===== src/hw/rtl/tcw_pkg.sv =====
// ----------------------------------------------------------------------------
// Text console character writer package
// Shared widths, character codes, default geometry and the command and
// status bundles that pass between the controller and the datapath.
// ----------------------------------------------------------------------------
package tcw_pkg;

  // Field widths of the ports.
  localparam int CharW = 8;
  localparam int RowW  = 6;
  localparam int ColW  = 7;

  // Cells per ring row in the character buffer.
  localparam int Stride = 128;

  // Default console geometry.
  localparam int ColsDefault     = 80;
  localparam int VisibleDefault  = 30;
  localparam int RingRowsDefault = 64;

  // Control characters.
  localparam logic [CharW-1:0] CharBackspace = 8'd8;
  localparam logic [CharW-1:0] CharNewline   = 8'd10;

  // Commands from the controller to the datapath.
  typedef struct packed {
    logic ch_load;        // capture the input word
    logic mem_wr_char;    // store the character at the cursor
    logic col_inc;        // advance the cursor column
    logic col_dec_erase;  // clear the cell before the cursor and step back
    logic row_back;       // move the cursor to the previous ring row
    logic nl_start;       // next row, column zero, maybe scroll
    logic clr_step;       // clear one cell of the new row
    logic scan_start;     // read the last text cell of the cursor row
    logic scan_step;      // read the next cell toward column zero
    logic scan_hit;       // cursor goes one past the cell just read
    logic scan_empty;     // cursor goes to column zero
    logic wipe_step;      // clear one buffer cell after reset
    logic out_load;       // capture the result into the output register
  } cmd_t;

  // Status from the datapath to the controller.
  typedef struct packed {
    logic is_bs;      // held word is a backspace
    logic is_nl;      // held word is a newline
    logic col_zero;   // cursor is at column zero
    logic on_top;     // cursor row is the top visible line
    logic wrap;       // a stored character reaches the row end
    logic clr_last;   // last cell of the row clear
    logic scan_nz;    // cell just read holds text
    logic scan_zero;  // cell just read is column zero
    logic wipe_last;  // last cell of the reset sweep
  } status_t;

endpackage


===== src/hw/rtl/tcw_ctrl.sv =====
// ----------------------------------------------------------------------------
// Text console character writer controller
// Sequences the reset sweep, decodes each character and steps the datapath
// through row clears and backward scans. Owns both handshakes.
// ----------------------------------------------------------------------------
module tcw_ctrl (
  input  logic             clk_i,
  input  logic             rst_ni,
  input  logic             in_valid_i,
  output logic             in_ready_o,
  output logic             out_valid_o,
  input  logic             out_ready_i,
  input  tcw_pkg::status_t st_i,
  output tcw_pkg::cmd_t    cmd_o
);

  localparam logic [2:0] SWipe       = 3'd0;
  localparam logic [2:0] SIdle       = 3'd1;
  localparam logic [2:0] SDispatch   = 3'd2;
  localparam logic [2:0] SNlClr      = 3'd3;
  localparam logic [2:0] SScanStart  = 3'd4;
  localparam logic [2:0] SScan       = 3'd5;
  localparam logic [2:0] SFinish     = 3'd6;

  logic [2:0] state_q, state_d;
  logic       out_valid_q, out_valid_d;

  // Next state, commands and output valid.
  always_comb begin
    state_d     = state_q;
    cmd_o       = '0;
    in_ready_o  = 1'b0;
    out_valid_d = out_valid_q && !out_ready_i;
    case (state_q)
      SWipe: begin
        cmd_o.wipe_step = 1'b1;
        if (st_i.wipe_last) begin
          state_d = SIdle;
        end
      end
      SIdle: begin
        in_ready_o = 1'b1;
        if (in_valid_i) begin
          cmd_o.ch_load = 1'b1;
          state_d       = SDispatch;
        end
      end
      SDispatch: begin
        if (st_i.is_bs) begin
          if (!st_i.col_zero) begin
            cmd_o.col_dec_erase = 1'b1;
            state_d             = SFinish;
          end else if (st_i.on_top) begin
            state_d = SFinish;
          end else begin
            cmd_o.row_back = 1'b1;
            state_d        = SScanStart;
          end
        end else if (st_i.is_nl) begin
          cmd_o.nl_start = 1'b1;
          state_d        = SNlClr;
        end else begin
          cmd_o.mem_wr_char = 1'b1;
          if (st_i.wrap) begin
            cmd_o.nl_start = 1'b1;
            state_d        = SNlClr;
          end else begin
            cmd_o.col_inc = 1'b1;
            state_d       = SFinish;
          end
        end
      end
      SNlClr: begin
        cmd_o.clr_step = 1'b1;
        if (st_i.clr_last) begin
          state_d = SFinish;
        end
      end
      SScanStart: begin
        cmd_o.scan_start = 1'b1;
        state_d          = SScan;
      end
      SScan: begin
        if (st_i.scan_nz) begin
          cmd_o.scan_hit = 1'b1;
          state_d        = SFinish;
        end else if (st_i.scan_zero) begin
          cmd_o.scan_empty = 1'b1;
          state_d          = SFinish;
        end else begin
          cmd_o.scan_step = 1'b1;
        end
      end
      SFinish: begin
        // Wait until the output register is free or being emptied.
        if (!out_valid_q || out_ready_i) begin
          cmd_o.out_load = 1'b1;
          out_valid_d    = 1'b1;
          state_d        = SIdle;
        end
      end
      default: begin
        state_d = SIdle;
      end
    endcase
  end

  // State and output valid registers.
  always_ff @(posedge clk_i or negedge rst_ni) begin
    if (!rst_ni) begin
      state_q     <= SWipe;
      out_valid_q <= 1'b0;
    end else begin
      state_q     <= state_d;
      out_valid_q <= out_valid_d;
    end
  end

  assign out_valid_o = out_valid_q;

endmodule


===== config.mk =====
export PLATFORM = sky130hd
export DESIGN_NAME = tcw_ctrl
export DESIGN_NICKNAME = d
export VERILOG_FILES = /design/src/hw/rtl/tcw_pkg.sv /design/src/hw/rtl/tcw_ctrl.sv
export SDC_FILE = /design/constraint.sdc
export NUM_CORES = 1
export LEC_CHECK = 0
export BUFFER_PORTS_ARGS = -buffer_cell sky130_fd_sc_hd__buf_4
export CAP_MARGIN = 10
export CORE_AREA = 2 2 39 41
export CTS_CLUSTER_SIZE = 8
export DETAILED_ROUTE_END_ITERATION = 6
export DIE_AREA = 0 0 41 43
export HOLD_SLACK_MARGIN = 0.02
export PLACE_DENSITY_LB_ADDON = 0.12
export SETUP_SLACK_MARGIN = 0.2
export SKIP_LAST_GASP = 1
export SYNTH_ARGS = -nofsm -noshare
export SYNTH_HDL_FRONTEND = slang
export SYNTH_SLANG_ARGS = --single-unit

===== constraint.sdc =====
create_clock -name clk_i -period 1.3 [get_ports clk_i]
set_input_delay 0.26 -clock clk_i [delete_from_list [all_inputs] [get_ports clk_i]]
set_output_delay 0.26 -clock clk_i [all_outputs]
set_load 0.03 [all_outputs]

==> flow_metrics.py, run 1 <==
metrics = {
    "timing": {
        "setup_violations": 18,
        "hold_ws_ns": 0.330,
        "maxSlewViolCount": 0,
        "rsz0062_at_grt": "true",
        "period_share_pct": 136,
        "maxSlewHeadroom_pct": 75.4,
        "finalCriticalPeriod_ns": 1.76,
        "finalClockSkew_ns": 0.00106,
        "max_freq_ghz": 0.568,
        "layout_setup_ws_ns": -0.462,
        "hold_viol_final": 0,
        "worst_slew_pin_slew_ns": 0.368,
    },
    "clock_network": {
        "root_buffer": "clkbuf_4",
        "clock_path_buffers": 2,
        "clk_pin_slew_worst_paths_ns": 0.04,
        "clock-sinks": 4,
        "cts_tree": "done",
        "cts_buffers": 3,
        "cts_max_level": 1,
        "clk_latency_ns": 0.24,
    },
    "synth": {
        "synth_top_area_share_pct": 26.9,
        "syn-num-nets": 60,
        "seq_area_frac_synth_pct": 26.9,
        "syn_area_per_cell_um2": 7.91,
        "synth_xor_area_share_pct": 0,
        "synth-edff-count": 0,
        "synth_flop_cell": "dfrtp_1",
        "yosysWarnings": 0,
        "mappedNetlistArea_um2": 372,
        "synthTopCellsByArea": "dfrtp_1 27%, nor3b_1 8.1%, nand3b_1 6.1%, a21oi_1 5.4%, nor2_1 5.1%",
        "synth-async-reset-ratio_pct": 100,
        "yosys-mux-area-fraction_pct": 7.07,
        "synth_top_family_by_area": "simple AND/OR/NAND/NOR gates",
        "yosys.area_share.simple_pct": 39.4,
        "synthCells": 47,
        "synth.most_common_cell": "nor2_1",
        "ys_seq_elements": 4,
        "synthAdderAreaFrac_pct": 0,
        "synth_cell_types": 24,
        "synth_common_cells": "5 x nor2_1, 4 x a21oi_1, 4 x dfrtp_1, 4 x nor3b_1",
        "synth_compound_area_share_pct": 20.9,
        "synth_top_area_cell": "dfrtp_1",
    },
    "final_layout": {
        "fillCellCount": 102,
        "post-route-util_pct": 77.3,
        "seqCellArea_um2": 100,
        "finalNetCount": 116,
        "num_antenna_cells": 0,
        "multiInputGateArea_um2": 408,
        "area_growth_syn_to_layout_pct": 188,
        "design_area_mm2": 0.00107,
        "layout-drive-gt1-share_pct": 77.2,
    },
    "route": {
        "post_drt_wl_per_cell_um": 12.9,
        "ant_nets": 0,
        "via_per_inst": 4.78,
        "first_pass_iters": 4,
        "num_vias": 559,
        "wirelength_um": 1520,
        "drc": 0,
        "drt_iter0_markers": 10,
    },
    "grt": {
        "grt_max_degree": 12,
        "grt_pass1_wl_um": 2270,
        "grt_pass1_vias": 559,
        "grt_util_all_layers_pct": 18.8,
        "gr-total-overflow": 0,
        "antenna_found_initial": 0,
    },
    "status": {
        "outcome": "finished, violations left",
        "failed_checks": "setup timing",
    },
    "pwr": {
        "p_total_mw": 2.38,
        "pwr-share-clk_pct": 6.8,
        "peakVddDrop_mv": 1.30,
        "comb_power_share_pct": 82.9,
        "power.switching_mw": 1.00,
        "intPower_mw": 1.37,
        "swShare_pct": 42.3,
        "sequentialPowerShare_pct": 10.2,
        "cellLeakagePower_nw": 0.494,
        "power.density_mw_per_mm2": 2220,
    },
    "die": {
        "core_area_mm2": 0.00138,
        "initial_core_util_pct": 26.9,
        "rows": 14,
        "die_height_um": 43,
        "io_pins": 28,
        "die_w_um": 41,
        "die_area_mm2": 0.00176,
    },
    "min_path": {
        "min_path_cells": 3,
        "hp-class": "in2reg",
    },
    "setup_path": {
        "arrival_ns": 1.50,
        "critPathRequiredTime_ns": 1.04,
        "r2r_cells": 6,
        "cp_max_fo": 4,
        "start_kind": "flip-flop",
        "crit_path_end_kind": "primary output",
        "critPathKind": "reg2out",
    },
    "place": {
        "post-place-ws_ns": -0.240,
        "gp_congestion": 0.745,
        "portBuffers": 27,
        "dp_hpwl_um": 954,
        "dpl-instance-area_um2": 762,
    },
    "run": {
        "max_cap_viol_count": 0,
    },
}
==> power groups by stage <==
stage / Clock [mW] / Sequential, mW / Combinational [mW]
after floorplan: 0 / 0.254 / 0.809
after global placement: 0 / 0.230 / 1.27
after detailed placement: 0 / 0.233 / 1.28
after CTS: 0.158 / 0.237 / 1.72
after global routing: 0.166 / 0.246 / 2.09
final: 0.162 / 0.243 / 1.97
==> layer usage <==
layer	routed length [µm]	track usage [%]	up-vias
li1	-	-	277
met1	569	21.4	264
met2	863	31.9	16
met3	60	3.66	2
met4	21	8.00	0
met5	0	0	-
==> final timing paths <==
path	startpoint	to	slack (ns)
setup / recovery	state_q[1]	cmd_o[11]	-0.46
hold / removal	out_ready_i	out_valid_o	0.33
setup reg to reg	state_q[1]	state_q[1]	-0.34
hold reg to reg	out_valid_o	out_valid_o	0.56
max in group asynchronous	rst_ni	state_q[1]	0.85
min in group asynchronous	rst_ni	out_valid_o	0.35
==> critical path, stage by stage (launching register included) <==
cell and delay (ns):
dfrtp_1 0.36, inv_1 0.06, or3_4 0.43, buf_12 0.15, nor3_4 0.11, buf_6 0.15
==> registers in the layout, summed over array words and instances (netlist names) <==
signal and count:
state_q 3, out_valid_o 1
==> metrics by stage <==
step | cells | TNS [ns]
2_1_floorplan | 47 | -2.62
3_3_place_gp | 98 | -1.45
3_5_place_dp | 98 | -1.59
4_1_cts | 113 | -5.06
5_1_grt | 117 | -6.83
6_report | 117 | -6.00
==> area by class of cell <==
class | count | area share [%]
tap | 16 | 1.87
inverter | 2 | 0.702
clock buffer | 3 | 2.11
sequential | 4 | 9.36
timing repair buffer | 54 | 47.8
multi-input combinational | 38 | 38.1
==> logic make-up after synthesis <==
logic type / after synthesis
flops: 4
mux: 2
compound gates: 11
buf+inv: 5
simple gates: 25
==> placed cells by master, fill, tap and decap left out, types with 2 or more instances in the layout <==
| cell | count |
|---|---|
| clkbuf_4 | 3 |
| or3_4 | 2 |
| a21oi_1 | 4 |
| nand3b_1 | 3 |
| inv_1 | 2 |
| nor3b_4 | 3 |
| nor2_4 | 4 |
| buf_6 | 25 |
| o21bai_1 | 2 |
| buf_4 | 26 |
| nor3_4 | 3 |
| dfrtp_1 | 4 |
==> what timing repair did <==
| item | 4_1_cts | 5_1_grt |
|---|---|---|
| buffers inserted | 10 | 4 |
| gates resized for setup | 28 | 9 |
| hold endpoints to repair | 4 | 0 |
| setup endpoints to repair | 18 | 18 |
| hold buffers | 1 | 0 |
| pin swaps | 9 | 7 |
| gates cloned | 1 | 0 |
Power figures use the tool's default switching activity.
==> inputs of run 2 (changes only) <==
--- a/config.mk
+++ b/config.mk
@@ -12,7 +12,7 @@
 export DETAILED_ROUTE_END_ITERATION = 6
 export DIE_AREA = 0 0 41 43
 export HOLD_SLACK_MARGIN = 0.02
-export PLACE_DENSITY_LB_ADDON = 0.12
+export PLACE_DENSITY = 0.64
 export SETUP_SLACK_MARGIN = 0.2
 export SKIP_LAST_GASP = 1
 export SYNTH_ARGS = -nofsm -noshare
==> run 2 against run 1 <==
Compared with the run above:
- the flow still finishes with violations (setup timing)
- clock power down 9%
- combinational power down 8%
- via count down 3.6%
- worst setup slack better by 0.015 ns
==> flow_metrics.py, run 2 (synthesis gave the netlist of run 1 again) <==
metrics = {
    "timing": {
        "max_freq_ghz": 0.572,
        "worst_slew_pin_slew_ns": 0.387,
        "period_share_pct": 134,
        "hold_ws_ns": 0.339,
        "maxSlewViolCount": 0,
        "rsz0062_at_grt": "true",
        "finalCriticalPeriod_ns": 1.75,
        "setup_violations": 17,
        "maxSlewHeadroom_pct": 74.2,
        "layout_setup_ws_ns": -0.447,
        "finalClockSkew_ns": 0.000304,
        "hold_viol_final": 0,
    },
    "clock_network": {
        "cts_tree": "done",
        "clock-sinks": 4,
        "root_buffer": "clkbuf_4",
        "cts_max_level": 1,
        "cts_buffers": 3,
        "clock_path_buffers": 2,
        "clk_latency_ns": 0.23,
        "clk_pin_slew_worst_paths_ns": 0.04,
    },
    "setup_path": {
        "r2r-end": "state_q[1]",
        "start_kind": "flip-flop",
        "crit_path_end_kind": "primary output",
        "arrival_ns": 1.49,
        "critPathKind": "reg2out",
        "r2r_cells": 6,
        "cp_max_fo": 4,
        "r2r_setup_slack_ns": -0.35,
        "rr_startpoint": "state_q[1]",
        "critPathRequiredTime_ns": 1.04,
    },
    "status": {
        "failed_checks": "setup timing",
        "outcome": "finished, violations left",
    },
    "route": {
        "wirelength_um": 1390,
        "drc": 0,
        "num_vias": 539,
        "first_pass_iters": 3,
        "ant_nets": 0,
        "drt_iter0_markers": 4,
        "post_drt_wl_per_cell_um": 12.7,
        "via_per_inst": 4.90,
    },
    "die": {
        "rows": 14,
        "die_area_mm2": 0.00176,
        "die_height_um": 43,
        "core_area_mm2": 0.00138,
        "die_w_um": 41,
        "io_pins": 28,
        "initial_core_util_pct": 26.9,
    },
    "pwr": {
        "comb_power_share_pct": 82.3,
        "peakVddDrop_mv": 1.27,
        "intPower_mw": 1.25,
        "swShare_pct": 42.9,
        "power.density_mw_per_mm2": 2210,
        "power.switching_uw": 943,
        "p_total_mw": 2.19,
        "pwr-share-clk_pct": 6.7,
        "cellLeakagePower_nw": 0.451,
        "sequentialPowerShare_pct": 11.0,
    },
    "final_layout": {
        "finalNetCount": 109,
        "layout_common_cells": "26 x buf_4, 18 x buf_6, 4 x nor2_4, 4 x a21oi_1, 4 x dfrtp_1",
        "num_antenna_cells": 0,
        "post-route-util_pct": 71.9,
        "largest-register": "state_q",
        "fillCellCount": 109,
        "largest_reg_flops": 3,
        "design_area_um2": 995,
        "final_common_cell": "buf_4",
        "area_growth_syn_to_layout_pct": 168,
        "layout-drive-gt1-share_pct": 73.4,
    },
    "grt": {
        "grt_max_degree": 12,
        "grt_util_all_layers_pct": 18.7,
        "grt_pass1_wl_um": 2280,
        "gr-total-overflow": 0,
        "antenna_found_initial": 0,
        "grt_pass1_vias": 571,
    },
    "min_path": {
        "min_path_cells": 3,
        "hp-start": "out_ready_i",
        "hp-class": "in2reg",
        "hold_path_end": "out_valid_o",
    },
    "place": {
        "gp_congestion": 0.722,
        "portBuffers": 27,
        "post-place-ws_ns": -0.247,
        "dpl-instance-area_um2": 754,
        "dp_hpwl_um": 1010,
    },
    "run": {
        "max_cap_viol_count": 0,
    },
}
==> run 2: routing by layer <==
metal / wire length [µm] / GRT usage [%] / vias to the layer above / share of wire (%)
met5: 0 / 0 / - / 0
met1: 463 / 18.8 / 247 / 33
li1: - / - / 267 / -
met2: 822 / 32.5 / 19 / 59
met3: 55 / 2.62 / 6 / 4.0
met4: 52 / 12.7 / 0 / 3.7
==> run 2: how the worst max path moves through the flow <==
stage / start / endpoint / slack (ns)
after floorplan: state_q[0] / cmd_o[10] / -0.38
after global placement: state_q[1] / state_q[1] / -0.22
after detailed placement: state_q[1] / state_q[1] / -0.25
after CTS: state_q[1] / cmd_o[10] / -0.45
after global routing: state_q[1] / cmd_o[11] / -0.51
final: state_q[1] / cmd_o[11] / -0.45
==> run 2: stage by stage <==
| stage | cells | setup TNS [ns] |
|---|---|---|
| final | 110 | -5.09 |
| after global routing | 110 | -6.07 |
| after CTS | 107 | -4.90 |
| after detailed placement | 97 | -1.65 |
| after global placement | 97 | -1.32 |
| after floorplan | 47 | -2.62 |
==> run 2: worst max-delay path, cell delays in order (launching register included) <==
cell	delay, ns
dfrtp_1	0.38
inv_2	0.05
or3_4	0.42
buf_12	0.15
nor3_4	0.11
buf_6	0.15
==> run 2: layout make-up <==
type | instances | area (µm²) | area share [%]
clock buffers | 3 | 22.5 | 2.26
well taps | 16 | 20.0 | 2.01
multi-input cells | 38 | 402 | 40.4
flip-flops and latches | 4 | 100 | 10.1
inverters | 2 | 7.51 | 0.755
repair buffers | 47 | 443 | 44.5
==> run 2: power by group through the flow <==
stage | Combinational (mW) | Clock, mW | Sequential (mW)
final | 1.81 | 0.148 | 0.241
after global routing | 1.92 | 0.165 | 0.249
after CTS | 1.65 | 0.154 | 0.240
after detailed placement | 1.26 | 0 | 0.232
after global placement | 1.24 | 0 | 0.230
after floorplan | 0.809 | 0 | 0.254
==> run 2: what timing repair did <==
action	4_1_cts	5_1_grt
hold endpoints to repair	4	0
resized for setup	25	5
endpoints found under the setup margin	17	18
buffers inserted	6	3
pin swaps	6	4
hold buffers	1	0
gates cloned	0	0
==> inputs of run 3 (changes only) <==
--- a/config.mk
+++ b/config.mk
@@ -12,7 +12,7 @@
 export DETAILED_ROUTE_END_ITERATION = 6
 export DIE_AREA = 0 0 41 43
 export HOLD_SLACK_MARGIN = 0.02
-export PLACE_DENSITY = 0.64
+export PLACE_DENSITY = 0.61
 export SETUP_SLACK_MARGIN = 0.2
 export SKIP_LAST_GASP = 1
 export SYNTH_ARGS = -nofsm -noshare
==> constraint.sdc (replaced) <==
create_clock -name clk_i -period 1.8 [get_ports clk_i]
set_input_delay 0.36 -clock clk_i [delete_from_list [all_inputs] [get_ports clk_i]]
set_output_delay 0.36 -clock clk_i [all_outputs]
set_load 0.03 [all_outputs]
==> run 3 against run 2 <==
Compared with the run above:
- the run still ends with setup timing left
- first-iteration DRC count increased by 100%
- via count decreased by 12%
- worst setup slack improved by 0.42 ns
- sequential share of layout area increased by 2.2 points
- critical path depth decreased by 1
- clock power decreased by 26%
- critical endpoint unchanged
- highest routed layer is now met3
==> flow_metrics.py, run 3 (synthesis gave the netlist of run 1 again) <==
metrics = {
    "status": {
        "outcome": "finished, violations left",
        "failed_checks": "setup timing",
    },
    "final_layout": {
        "layout-drive-gt1-share_pct": 68.2,
        "layout_common_cells": "30 x buf_4, 7 x buf_6, 4 x a21oi_1",
        "design_area_um2": 830,
        "finalNetCount": 100,
        "fillCellCount": 129,
        "num_antenna_cells": 0,
        "area_growth_syn_to_layout_pct": 123,
        "largest-register": "state_q",
        "final_common_cell": "buf_4",
        "largest_reg_flops": 3,
    },
    "setup_path": {
        "critPathRequiredTime_ns": 1.44,
        "crit_path_end_kind": "primary output",
        "cp_top_family": "simple AND/OR/NAND/NOR gates",
        "r2r_cells": 6,
        "cp_max_fo": 5,
        "rr_startpoint": "state_q[1]",
        "cp_slowest_cell": "or3_4",
        "r2r-end": "state_q[1]",
        "arrival_ns": 1.47,
        "cpPeakStageDelay_ns": 0.42,
        "crit_chain": "or3_4 > buf_4 > nor3_4 > buf_6",
        "critPathKind": "reg2out",
        "r2r_setup_slack_ns": 0.10,
        "worstPathBufferInverterCount": 2,
        "start_kind": "flip-flop",
    },
    "min_path": {
        "min_path_cells": 3,
        "hp-class": "in2reg",
        "hold_path_end": "out_valid_o",
        "hp-start": "out_ready_i",
    },
    "clock_network": {
        "clk_latency_ns": 0.23,
        "root_buffer": "clkbuf_4",
        "cts_max_level": 1,
        "clk_pin_slew_worst_paths_ns": 0.04,
        "clock_path_buffers": 2,
        "clock-sinks": 4,
        "cts_buffers": 3,
        "cts_tree": "done",
    },
    "pwr": {
        "p_total_mw": 1.27,
        "power.density_mw_per_mm2": 1530,
        "sequentialPowerShare_pct": 12.7,
        "comb_power_share_pct": 78.6,
        "intPower_uw": 687,
        "power.switching_uw": 582,
        "peakVddDrop_mv": 0.866,
        "pwr-share-clk_pct": 8.7,
        "cellLeakagePower_nw": 0.374,
        "swShare_pct": 45.9,
    },
    "die": {
        "rows": 14,
        "die_height_um": 43,
        "initial_core_util_pct": 26.9,
        "die_w_um": 41,
        "io_pins": 28,
        "die_area_mm2": 0.00176,
        "core_area_mm2": 0.00138,
    },
    "route": {
        "via_per_inst": 4.71,
        "ant_nets": 0,
        "num_vias": 476,
        "wirelength_um": 1130,
        "drt_iter0_markers": 8,
        "drc": 0,
        "first_pass_iters": 4,
        "post_drt_wl_per_cell_um": 11.1,
    },
    "run": {
        "max_cap_viol_count": 0,
    },
    "grt": {
        "grt_pass1_vias": 450,
        "grt_pass1_wl_um": 1810,
        "gr-total-overflow": 0,
        "grt_max_degree": 12,
        "antenna_found_initial": 0,
        "grt_util_all_layers_pct": 14.9,
    },
    "place": {
        "dp_hpwl_um": 847,
        "dpl-instance-area_um2": 682,
        "portBuffers": 27,
        "gp_congestion": 0.755,
    },
    "timing": {
        "maxSlewViolCount": 0,
        "max_freq_ghz": 0.546,
        "worst_slew_pin_slew_ns": 0.362,
        "rsz0062_at_grt": "true",
        "finalClockSkew_ns": 0.000779,
        "finalCriticalPeriod_ns": 1.83,
        "setup_violations": 2,
        "period_share_pct": 102,
        "hold_viol_final": 0,
        "layout_setup_ws_ns": -0.0304,
        "maxSlewHeadroom_pct": 75.8,
    },
}
[run 3: changes by cell type in the layout (fill, tap and decap cells not counted), sizes merged]
cell,delta
buf,-9
[run 3: per-stage QoR]
step                utilization [%]  worst slack (ns)  hold slack, ns  setup TNS, ns  cells
floorplan                         -            0.0188          0.0644              0     47
global placement               49.3             0.157           0.158              0     91
detailed placement             49.3             0.144           0.160              0     91
CTS                            56.1           -0.0362           0.427        -0.0472     98
global route                   59.9           -0.0885           0.458         -0.260    101
finish                         59.9           -0.0304           0.426        -0.0464    101
[run 3: final cells by class]
| type | count | area, µm² | area share [%] |
|---|---|---|---|
| multi-input combinational | 38 | 364 | 43.9 |
| timing repair buffer | 38 | 314 | 37.9 |
| sequential | 4 | 101 | 12.2 |
| clock buffer | 3 | 22.5 | 2.71 |
| tap | 16 | 20.0 | 2.41 |
| inverter | 2 | 7.51 | 0.905 |
[run 3: power groups by stage]
stage	registers, mW	logic, mW	clock network, mW
4_1_cts	0.161	0.895	0.114
3_3_place_gp	0.172	0.787	0
5_1_grt	0.166	1.07	0.126
3_5_place_dp	0.175	0.790	0
2_1_floorplan	0.183	0.556	0
6_report	0.161	0.997	0.110
[run 3: per-layer routing]
metal / GRT usage [%] / wire (µm) / vias to the layer above
met1: 19.3 / 475 / 213
met5: 0 / 0 / -
met4: 8.00 / 0 / 0
met3: 1.57 / 67 / 0
li1: - / - / 250
met2: 23.1 / 582 / 13
[run 3: how the worst max path moves through the flow]
| stage | startpoint | to | slack [ns] | cells after the start |
|---|---|---|---|---|
| after CTS | state_q[2] | cmd_o[10] | -0.04 | 3 |
| after global routing | state_q[2] | cmd_o[10] | -0.09 | 3 |
| after floorplan | state_q[0] | cmd_o[10] | 0.02 | 3 |
| final | state_q[2] | cmd_o[11] | -0.03 | 4 |
| after global placement | state_q[1] | state_q[1] | 0.16 | 5 |
| after detailed placement | state_q[1] | state_q[1] | 0.14 | 5 |
[run 3: tightest hold or removal path, delay by kind of cell]
family        cells  cell delay, ns
simple gates      2            0.17
buf+inv           1            0.08
[run 3: repair_timing]
| item | in CTS | in global routing |
|---|---|---|
| buffers inserted | 3 | 3 |
| gates resized for setup | 9 | 6 |
| hold endpoints to repair | 4 | 0 |
| hold buffers | 1 | 0 |
| pin swaps | 4 | 3 |
| endpoints found under the setup margin | 12 | 14 |
